$ cat src/hw/rtl/ove_pkg.sv
package ove_pkg;

  // Range boundaries of the encoding.
  localparam logic [63:0] OneByteMax     = 64'd240;
  localparam logic [63:0] TwoByteMax     = 64'd2287;
  localparam logic [63:0] ThreeByteMax   = 64'd67823;
  localparam logic [11:0] TwoByteBase    = 12'd240;
  localparam logic [16:0] ThreeByteBase  = 17'd2288;
  localparam logic [7:0]  TwoHeadBase    = 8'd241;
  localparam logic [7:0]  ThreeHead      = 8'hF9;
  localparam logic [7:0]  WideHeadBase   = 8'hFA;

  // Longest encoded body (head plus eight bytes) and longest run with prefix.
  localparam int unsigned EncMax = 9;
  localparam int unsigned RunMax = 10;

  // Size class of a value.
  typedef enum logic [1:0] {
    CLS_ONE,
    CLS_TWO,
    CLS_THREE,
    CLS_WIDE
  } cls_e;

  // Request after classification.
  typedef struct packed {
    logic [63:0] value;
    logic [7:0]  kind;
    logic        invert;
    cls_e        cls;
    logic [2:0]  extra;
  } cls_t;

  // Encoded body before masking and prefixing.
  typedef struct packed {
    logic [EncMax-1:0][7:0] enc;
    logic [3:0]             enc_len;
    logic [7:0]             kind;
    logic                   invert;
  } enc_t;

  // Complete byte run, first byte at index 0.
  typedef struct packed {
    logic [RunMax-1:0][7:0] run;
    logic [3:0]             run_len;
  } run_t;

endpackage

$ cat src/hw/rtl/ove_classify.sv
module ove_classify (
  input  logic          clk_i,
  input  logic          rst_ni,
  input  logic          valid_i,
  output logic          ready_o,
  input  logic [63:0]   value_i,
  input  logic [7:0]    kind_prefix_i,
  input  logic          invert_i,
  output logic          valid_o,
  input  logic          ready_i,
  output ove_pkg::cls_t data_o
);

  logic          valid_q;
  ove_pkg::cls_t data_q, data_d;

  assign ready_o = !valid_q || ready_i;

  // Sort the value into its size class and count the bytes beyond three.
  always_comb begin
    data_d.value  = value_i;
    data_d.kind   = kind_prefix_i;
    data_d.invert = invert_i;
    if (value_i <= ove_pkg::OneByteMax) begin
      data_d.cls = ove_pkg::CLS_ONE;
    end else if (value_i <= ove_pkg::TwoByteMax) begin
      data_d.cls = ove_pkg::CLS_TWO;
    end else if (value_i <= ove_pkg::ThreeByteMax) begin
      data_d.cls = ove_pkg::CLS_THREE;
    end else begin
      data_d.cls = ove_pkg::CLS_WIDE;
    end
    if (value_i[63:56] != 8'h00) begin
      data_d.extra = 3'd5;
    end else if (value_i[55:48] != 8'h00) begin
      data_d.extra = 3'd4;
    end else if (value_i[47:40] != 8'h00) begin
      data_d.extra = 3'd3;
    end else if (value_i[39:32] != 8'h00) begin
      data_d.extra = 3'd2;
    end else if (value_i[31:24] != 8'h00) begin
      data_d.extra = 3'd1;
    end else begin
      data_d.extra = 3'd0;
    end
  end

  // Valid bit of the stage.
  always_ff @(posedge clk_i or negedge rst_ni) begin
    if (!rst_ni) begin
      valid_q <= 1'b0;
    end else if (ready_o) begin
      valid_q <= valid_i;
    end
  end

  // Payload of the stage.
  always_ff @(posedge clk_i) begin
    if (ready_o && valid_i) begin
      data_q <= data_d;
    end
  end

  assign valid_o = valid_q;
  assign data_o  = data_q;

endmodule

$ cat src/hw/rtl/ove_body.sv
module ove_body (
  input  logic          clk_i,
  input  logic          rst_ni,
  input  logic          valid_i,
  output logic          ready_o,
  input  ove_pkg::cls_t data_i,
  output logic          valid_o,
  input  logic          ready_i,
  output ove_pkg::enc_t data_o
);

  logic          valid_q;
  ove_pkg::enc_t data_q, data_d;
  logic [11:0]   d2;
  logic [16:0]   d3;
  logic [5:0]    shamt;
  logic [63:0]   aligned;

  assign ready_o = !valid_q || ready_i;

  // Offsets of the two- and three-byte forms, and the wide value left-aligned.
  assign d2      = data_i.value[11:0] - ove_pkg::TwoByteBase;
  assign d3      = data_i.value[16:0] - ove_pkg::ThreeByteBase;
  assign shamt   = {3'd5 - data_i.extra, 3'b000};
  assign aligned = data_i.value << shamt;

  // Build the head and the body bytes in emission order.
  always_comb begin
    data_d.enc     = '0;
    data_d.enc_len = 4'd1;
    data_d.kind    = data_i.kind;
    data_d.invert  = data_i.invert;
    case (data_i.cls)
      ove_pkg::CLS_ONE: begin
        data_d.enc[0]  = data_i.value[7:0];
        data_d.enc_len = 4'd1;
      end
      ove_pkg::CLS_TWO: begin
        data_d.enc[0]  = ove_pkg::TwoHeadBase + {4'h0, d2[11:8]};
        data_d.enc[1]  = d2[7:0];
        data_d.enc_len = 4'd2;
      end
      ove_pkg::CLS_THREE: begin
        data_d.enc[0]  = ove_pkg::ThreeHead;
        data_d.enc[1]  = d3[15:8];
        data_d.enc[2]  = d3[7:0];
        data_d.enc_len = 4'd3;
      end
      ove_pkg::CLS_WIDE: begin
        data_d.enc[0] = ove_pkg::WideHeadBase + {5'd0, data_i.extra};
        for (int i = 0; i < 8; i++) begin
          data_d.enc[i+1] = aligned[63-8*i -: 8];
        end
        data_d.enc_len = 4'd4 + {1'b0, data_i.extra};
      end
      default: begin
        data_d.enc_len = 4'd1;
      end
    endcase
  end

  // Valid bit of the stage.
  always_ff @(posedge clk_i or negedge rst_ni) begin
    if (!rst_ni) begin
      valid_q <= 1'b0;
    end else if (ready_o) begin
      valid_q <= valid_i;
    end
  end

  // Payload of the stage.
  always_ff @(posedge clk_i) begin
    if (ready_o && valid_i) begin
      data_q <= data_d;
    end
  end

  assign valid_o = valid_q;
  assign data_o  = data_q;

endmodule

$ cat src/hw/rtl/ove_frame.sv
module ove_frame (
  input  logic          clk_i,
  input  logic          rst_ni,
  input  logic          valid_i,
  output logic          ready_o,
  input  ove_pkg::enc_t data_i,
  output logic          valid_o,
  input  logic          ready_i,
  output ove_pkg::run_t data_o
);

  logic                            valid_q;
  ove_pkg::run_t                   data_q, data_d;
  logic [ove_pkg::EncMax-1:0][7:0] masked;

  assign ready_o = !valid_q || ready_i;

  // Invert the body for negative magnitudes; the prefix stays as given.
  always_comb begin
    for (int i = 0; i < ove_pkg::EncMax; i++) begin
      masked[i] = data_i.enc[i] ^ {8{data_i.invert}};
    end
  end

  // Put the prefix in front when it is non-zero.
  always_comb begin
    data_d.run = '0;
    if (data_i.kind != 8'h00) begin
      data_d.run[0] = data_i.kind;
      for (int i = 0; i < ove_pkg::EncMax; i++) begin
        data_d.run[i+1] = masked[i];
      end
      data_d.run_len = data_i.enc_len + 4'd1;
    end else begin
      for (int i = 0; i < ove_pkg::EncMax; i++) begin
        data_d.run[i] = masked[i];
      end
      data_d.run_len = data_i.enc_len;
    end
  end

  // Valid bit of the stage.
  always_ff @(posedge clk_i or negedge rst_ni) begin
    if (!rst_ni) begin
      valid_q <= 1'b0;
    end else if (ready_o) begin
      valid_q <= valid_i;
    end
  end

  // Payload of the stage.
  always_ff @(posedge clk_i) begin
    if (ready_o && valid_i) begin
      data_q <= data_d;
    end
  end

  assign valid_o = valid_q;
  assign data_o  = data_q;

endmodule

$ cat src/hw/rtl/ove_serial.sv
module ove_serial (
  input  logic          clk_i,
  input  logic          rst_ni,
  input  logic          valid_i,
  output logic          ready_o,
  input  ove_pkg::run_t data_i,
  output logic          out_valid_o,
  output logic [7:0]    out_byte_o,
  output logic          last_o
);

  logic                            valid_q;
  logic [3:0]                      rem_q;
  logic [ove_pkg::RunMax-1:0][7:0] buf_q;
  logic                            on_last;

  assign on_last = (rem_q == 4'd1);
  // A new run may load while the final byte of the current one goes out.
  assign ready_o = !valid_q || on_last;

  // Byte counter and valid flag of the run being sent.
  always_ff @(posedge clk_i or negedge rst_ni) begin
    if (!rst_ni) begin
      valid_q <= 1'b0;
      rem_q   <= 4'd0;
    end else if (ready_o) begin
      valid_q <= valid_i;
      rem_q   <= valid_i ? data_i.run_len : 4'd0;
    end else begin
      rem_q <= rem_q - 4'd1;
    end
  end

  // Shift line holding the bytes still to send, next byte at index 0.
  always_ff @(posedge clk_i) begin
    if (ready_o && valid_i) begin
      buf_q <= data_i.run;
    end else begin
      buf_q <= buf_q >> 8;
    end
  end

  assign out_valid_o = valid_q;
  assign out_byte_o  = buf_q[0];
  assign last_o      = valid_q && on_last;

endmodule

$ cat src/hw/rtl/ordered_varint_encoder.sv
// Path: a request taken into the classify stage moves through the body and frame stages
// into the serialiser, and waits in a stage while an earlier run is still being sent.
// Throughput: one output byte per cycle; a run of 1 to 10 bytes holds the serialiser until
// its final byte goes out, and the next run loads while that byte is sent.
// The receiver cannot stall; only the serialiser holds requests back through busy.
// Reset: rst_ni clears all stage valid bits at once; no byte is sent until a new request.
module ordered_varint_encoder (
  input  logic        clk_i,
  input  logic        rst_ni,
  input  logic        start,
  output logic        busy,
  input  logic [63:0] value_i,
  input  logic [7:0]  kind_prefix_i,
  input  logic        invert_i,
  output logic        out_valid_o,
  output logic [7:0]  out_byte_o,
  output logic        last_o
);

  logic          s1_ready, s1_valid;
  logic          s2_ready, s2_valid;
  logic          s3_ready, s3_valid;
  logic          ser_ready;
  ove_pkg::cls_t s1_data;
  ove_pkg::enc_t s2_data;
  ove_pkg::run_t s3_data;

  // A request waits while the first stage cannot move on.
  assign busy = !s1_ready;

  // Stage one: size class and extra byte count.
  ove_classify u_classify (
    .clk_i         (clk_i),
    .rst_ni        (rst_ni),
    .valid_i       (start),
    .ready_o       (s1_ready),
    .value_i       (value_i),
    .kind_prefix_i (kind_prefix_i),
    .invert_i      (invert_i),
    .valid_o       (s1_valid),
    .ready_i       (s2_ready),
    .data_o        (s1_data)
  );

  // Stage two: head and body bytes.
  ove_body u_body (
    .clk_i   (clk_i),
    .rst_ni  (rst_ni),
    .valid_i (s1_valid),
    .ready_o (s2_ready),
    .data_i  (s1_data),
    .valid_o (s2_valid),
    .ready_i (s3_ready),
    .data_o  (s2_data)
  );

  // Stage three: inversion and prefix.
  ove_frame u_frame (
    .clk_i   (clk_i),
    .rst_ni  (rst_ni),
    .valid_i (s2_valid),
    .ready_o (s3_ready),
    .data_i  (s2_data),
    .valid_o (s3_valid),
    .ready_i (ser_ready),
    .data_o  (s3_data)
  );

  // Serialiser: one byte a cycle onto the result ports.
  ove_serial u_serial (
    .clk_i       (clk_i),
    .rst_ni      (rst_ni),
    .valid_i     (s3_valid),
    .ready_o     (ser_ready),
    .data_i      (s3_data),
    .out_valid_o (out_valid_o),
    .out_byte_o  (out_byte_o),
    .last_o      (last_o)
  );

endmodule

$ cat config.mk
export PLATFORM = sky130hd
export DESIGN_NAME = ordered_varint_encoder
export DESIGN_NICKNAME = d
export VERILOG_FILES = /design/src/hw/rtl/ove_pkg.sv /design/src/hw/rtl/ove_classify.sv /design/src/hw/rtl/ove_body.sv /design/src/hw/rtl/ove_frame.sv /design/src/hw/rtl/ove_serial.sv /design/src/hw/rtl/ordered_varint_encoder.sv
export SDC_FILE = /design/constraint.sdc
export NUM_CORES = 1
export LEC_CHECK = 0
export BUFFER_PORTS_ARGS = -buffer_cell sky130_fd_sc_hd__buf_2
export CAP_MARGIN = 20
export CELL_PAD_IN_SITES_DETAIL_PLACEMENT = 1
export CELL_PAD_IN_SITES_GLOBAL_PLACEMENT = 1
export CORE_MARGIN = 3
export CORE_UTILIZATION = 35
export DETAILED_ROUTE_END_ITERATION = 7
export GPL_TIMING_DRIVEN = 0
export PLACE_DENSITY = 0.63
export SLEW_MARGIN = 20
export SYNTH_ARGS = -nofsm -noshare
export SYNTH_HDL_FRONTEND = slang
export SYNTH_SLANG_ARGS = --single-unit
$ cat constraint.sdc
create_clock -name clk_i -period 3.15 [get_ports clk_i]
set_clock_uncertainty 0.1 [all_clocks]
set_input_delay 0.7875 -clock clk_i [delete_from_list [all_inputs] [get_ports clk_i]]
set_output_delay 0.7875 -clock clk_i [all_outputs]
set_load 0.01 [all_outputs]
==> results.cfg <==
[detailed_routing]
drc = 0
wl_per_cell_um = 21.5
wl_mm = 37.5
viasPerCell = 4.94
vias = 8606
postRouteAntennaNets = 0
dr.first_iter.drc_count = 479
drt_first_pass_iters = 4

[synth]
ys_ff_latch = 335
avgSynthCellArea_sq_um = 13.7
synth-edff-count = 247
syn_area_sq_mm = 0.0145
synth_most_common_cell = edfxtp_1
syn_nets = 1140
synth_top_cell_by_area = edfxtp_1
syn_inst = 1058
synth.area.top_cells = edfxtp_1 51%, dfxtp_1 11%, mux2i_1 7.6%
netlist.area_leader.share_pct = 51.1
yosysSeqAreaShare_pct = 63.5
synthArstFlopShare_pct = 2.39
synth_cell_types = 51
yosysWarnings = 0
synth_top_flop_cell = edfxtp_1
synth.top_cells.by_count = 247 x edfxtp_1, 111 x mux2i_1, 90 x mux2_2

[sta]
period_needed_ns = 2.81
setup_viol = 0
rsz0062_at_grt = false
finalSetupTns_ns = 0
worst_pin_slew_ns = 0.831
slew_violations = 0
final_hold_viol_count = 0
fmax_mhz = 356
relSlewSlack_pct = 44.6
finalCritPeriodShare_pct = 89.1

[worst_setup_path]
critical_path_class = reg2reg
crit_required_ns = 3.29
arrival_ns = 2.95
worst_path_max_delay_cell = or4_1
path_cells = or4_1 -> or4_4 -> nor2_8 -> buf_8 -> mux2i_1 -> xnor2_1
critical_path.max_stage_delay_ns = 0.58
crit_path_start_kind = register
crit_fanout = 10
critical_path.endpoint_type = register

[floorplanning]
start_util_pct = 35.5
die_area_sq_mm = 0.0440
ios = 87
dieHeight_um = 210
fp.coreArea_sq_mm = 0.0409
die_w_um = 210
rows = 74

[finish]
drive_gt1_share_pct = 21.1
final_area_sq_mm = 0.0169
antenna_cells = 0
nets = 1268
n_fill_cell = 4265
syn_to_final_growth_pct = 16.1

[global_route]
grt_max_degree = 61
antenna_found_initial = 0
grt_remaining_overflow = 0
grt_usage_pct = 17.1
grt_pass1_vias = 9140
grt_pass1_wl_mm = 56.9

[clock_tree]
cts_tree = yes
clkLatencyLatePin_ns = 0.56
cts_buffer_depth = 3
cts_setup_buffers = 0
cts_max_level = 2
cts_sinks = 335
cts_made_buffers = 36
ctsRootBufferMaster = clkbuf_16
clk_transition_reported_paths_ns = 0.06

[power_and_ir_drop]
p_leak_nw = 6.18
ir_drop_mv = 0.436
power_density_mw_per_mm2 = 832

[outcome]
status = finished clean

[placement]
io_buffers = 86
gp_congestion = 0.995
dpl_cell_area_sq_mm = 0.0157
hpwlAfterDp_mm = 29.1

[run]
drv_cap = 0

[worst_hold_path]
min_path_type = in2reg
-- kinds of logic (layout without fill, tap and decap cells) --
family / Yosys count / in the layout / synth area share (%)
AO/OA/AOI/OAI: 142 / 142 / 6.28
XOR/XNOR: 98 / 98 / 5.91
adder cells (fa/ha/maj): 6 / 6 / 0.517
buffers and inverters: 84 / 236 / 2.96
flip-flops: 335 / 335 / 63.5
multiplexers: 201 / 201 / 14.6
AND/OR/NAND/NOR: 192 / 192 / 6.25
-- cells in the final DEF (no fill, tap or decap), types with 2 or more instances in the layout --
cell type  netlist  routed
clkbuf_8         0       3
o211ai_1        15      15
bufinv_16        0       3
buf_1           11      11
clkbuf_16        0      36
a22o_1           3       3
buf_2            5      91
ha_1             6       6
inv_1            8       8
nor4_1           9       9
nand4_1          2       2
o21a_1           3       3
clkinv_1         2       5
o22ai_1          8       8
and3_1          13      13
nand3_1         14      14
o211a_1          9       9
a21oi_1         39      39
mux2_2          90      90
o21ai_0         39      39
nand2b_1         5       5
o22a_1           6       6
buf_16           0       3
xnor2_1         85      85
nor2_1          63      63
nor3_1          10      10
or4_1            6       6
edfxtp_1       247     247
nand2_1         53      53
a21o_1           7       7
a32oi_1          3       3
and2_4           0       3
and2_1          12       9
buf_4            9       9
dfxtp_1         80      80
mux2i_1        111     111
clkbuf_1        42      53
dfrtp_1          8       8
xor2_1          13      13
buf_8            6       6
-- power by group --
group          internal (mW)  switching [mW]  leakage, nW
clock                   2.44            1.68        0.555
combinational           1.37            1.85         2.64
sequential              6.19           0.497         2.98
total                   10.0            4.03         6.18
-- metrics by stage --
step / total power [mW] / std cells / setup WS (ns) / hold slack, ns / utilization, %
floorplan: 8.78 / 1058 / 0.662 / 0.300 / -
global placement: 9.91 / 1676 / 0.131 / 0.304 / 38.2
detailed placement: 10.0 / 1679 / 0.0994 / 0.306 / 38.4
CTS: 14.2 / 1742 / 0.360 / 0.261 / 41.2
global route: 14.8 / 1742 / 0.166 / 0.279 / 41.2
finish: 14.0 / 1742 / 0.343 / 0.300 / 41.2
-- critical path: cells and delay by family, from the launching register on --
kind	cells	cell delay (ns)
XOR/XNOR	1	0.15
multiplexers	1	0.28
AND/OR/NAND/NOR	3	1.37
flip-flops	1	0.39
buffers and inverters	1	0.20
-- repair_timing --
action	CTS	global route
hold endpoints to repair	8	0
hold buffers	1	0
resized for setup	0	0
-- worst paths after layout --
path	from	endpoint	slack, ns	cells past startpoint
worst max-delay path	u_body.data_o[6]	u_frame.data_o[42]	0.34	6
worst min-delay path	kind_prefix_i[5]	u_classify.data_o[11]	0.30	1
worst max register to register	u_body.data_o[6]	u_frame.data_o[42]	0.34	6
worst min register to register	u_classify.data_o[9]	u_body.data_o[4]	0.31	0
max in group asynchronous	rst_ni	u_serial.rem_q[3]	2.26	2
min in group asynchronous	rst_ni	u_frame.valid_o	0.52	2
-- area by class of cell --
cell class | count | area, sq um | area share, %
Inverter | 10 | 37.5 | 0.222
Sequential cell | 335 | 9220 | 54.6
Buffer | 74 | 393 | 2.33
Clock inverter | 12 | 165 | 0.979
Tap cell | 532 | 666 | 3.95
Clock buffer | 50 | 983 | 5.83
Multi-Input combinational cell | 639 | 4890 | 29.0
Timing Repair Buffer | 90 | 523 | 3.10
-- sequential cells by signal (all words and copies together) (netlist names), 4 cells and up --
register	count
u_serial.rem_q	4
u_serial.out_byte_o	8
u_body.data_o	85
u_serial.buf_q	72
u_frame.data_o	84
u_classify.data_o	78
-- per-layer routing --
layer,vias to the layer above,GRT usage [%],wire (um)
met5,-,0,0
li1,4144,-,-
met3,69,2.51,1370
met2,208,28.4,17800
met4,0,7.60,1540
met1,4185,22.3,16800
(Power assumes the default switching activity.)
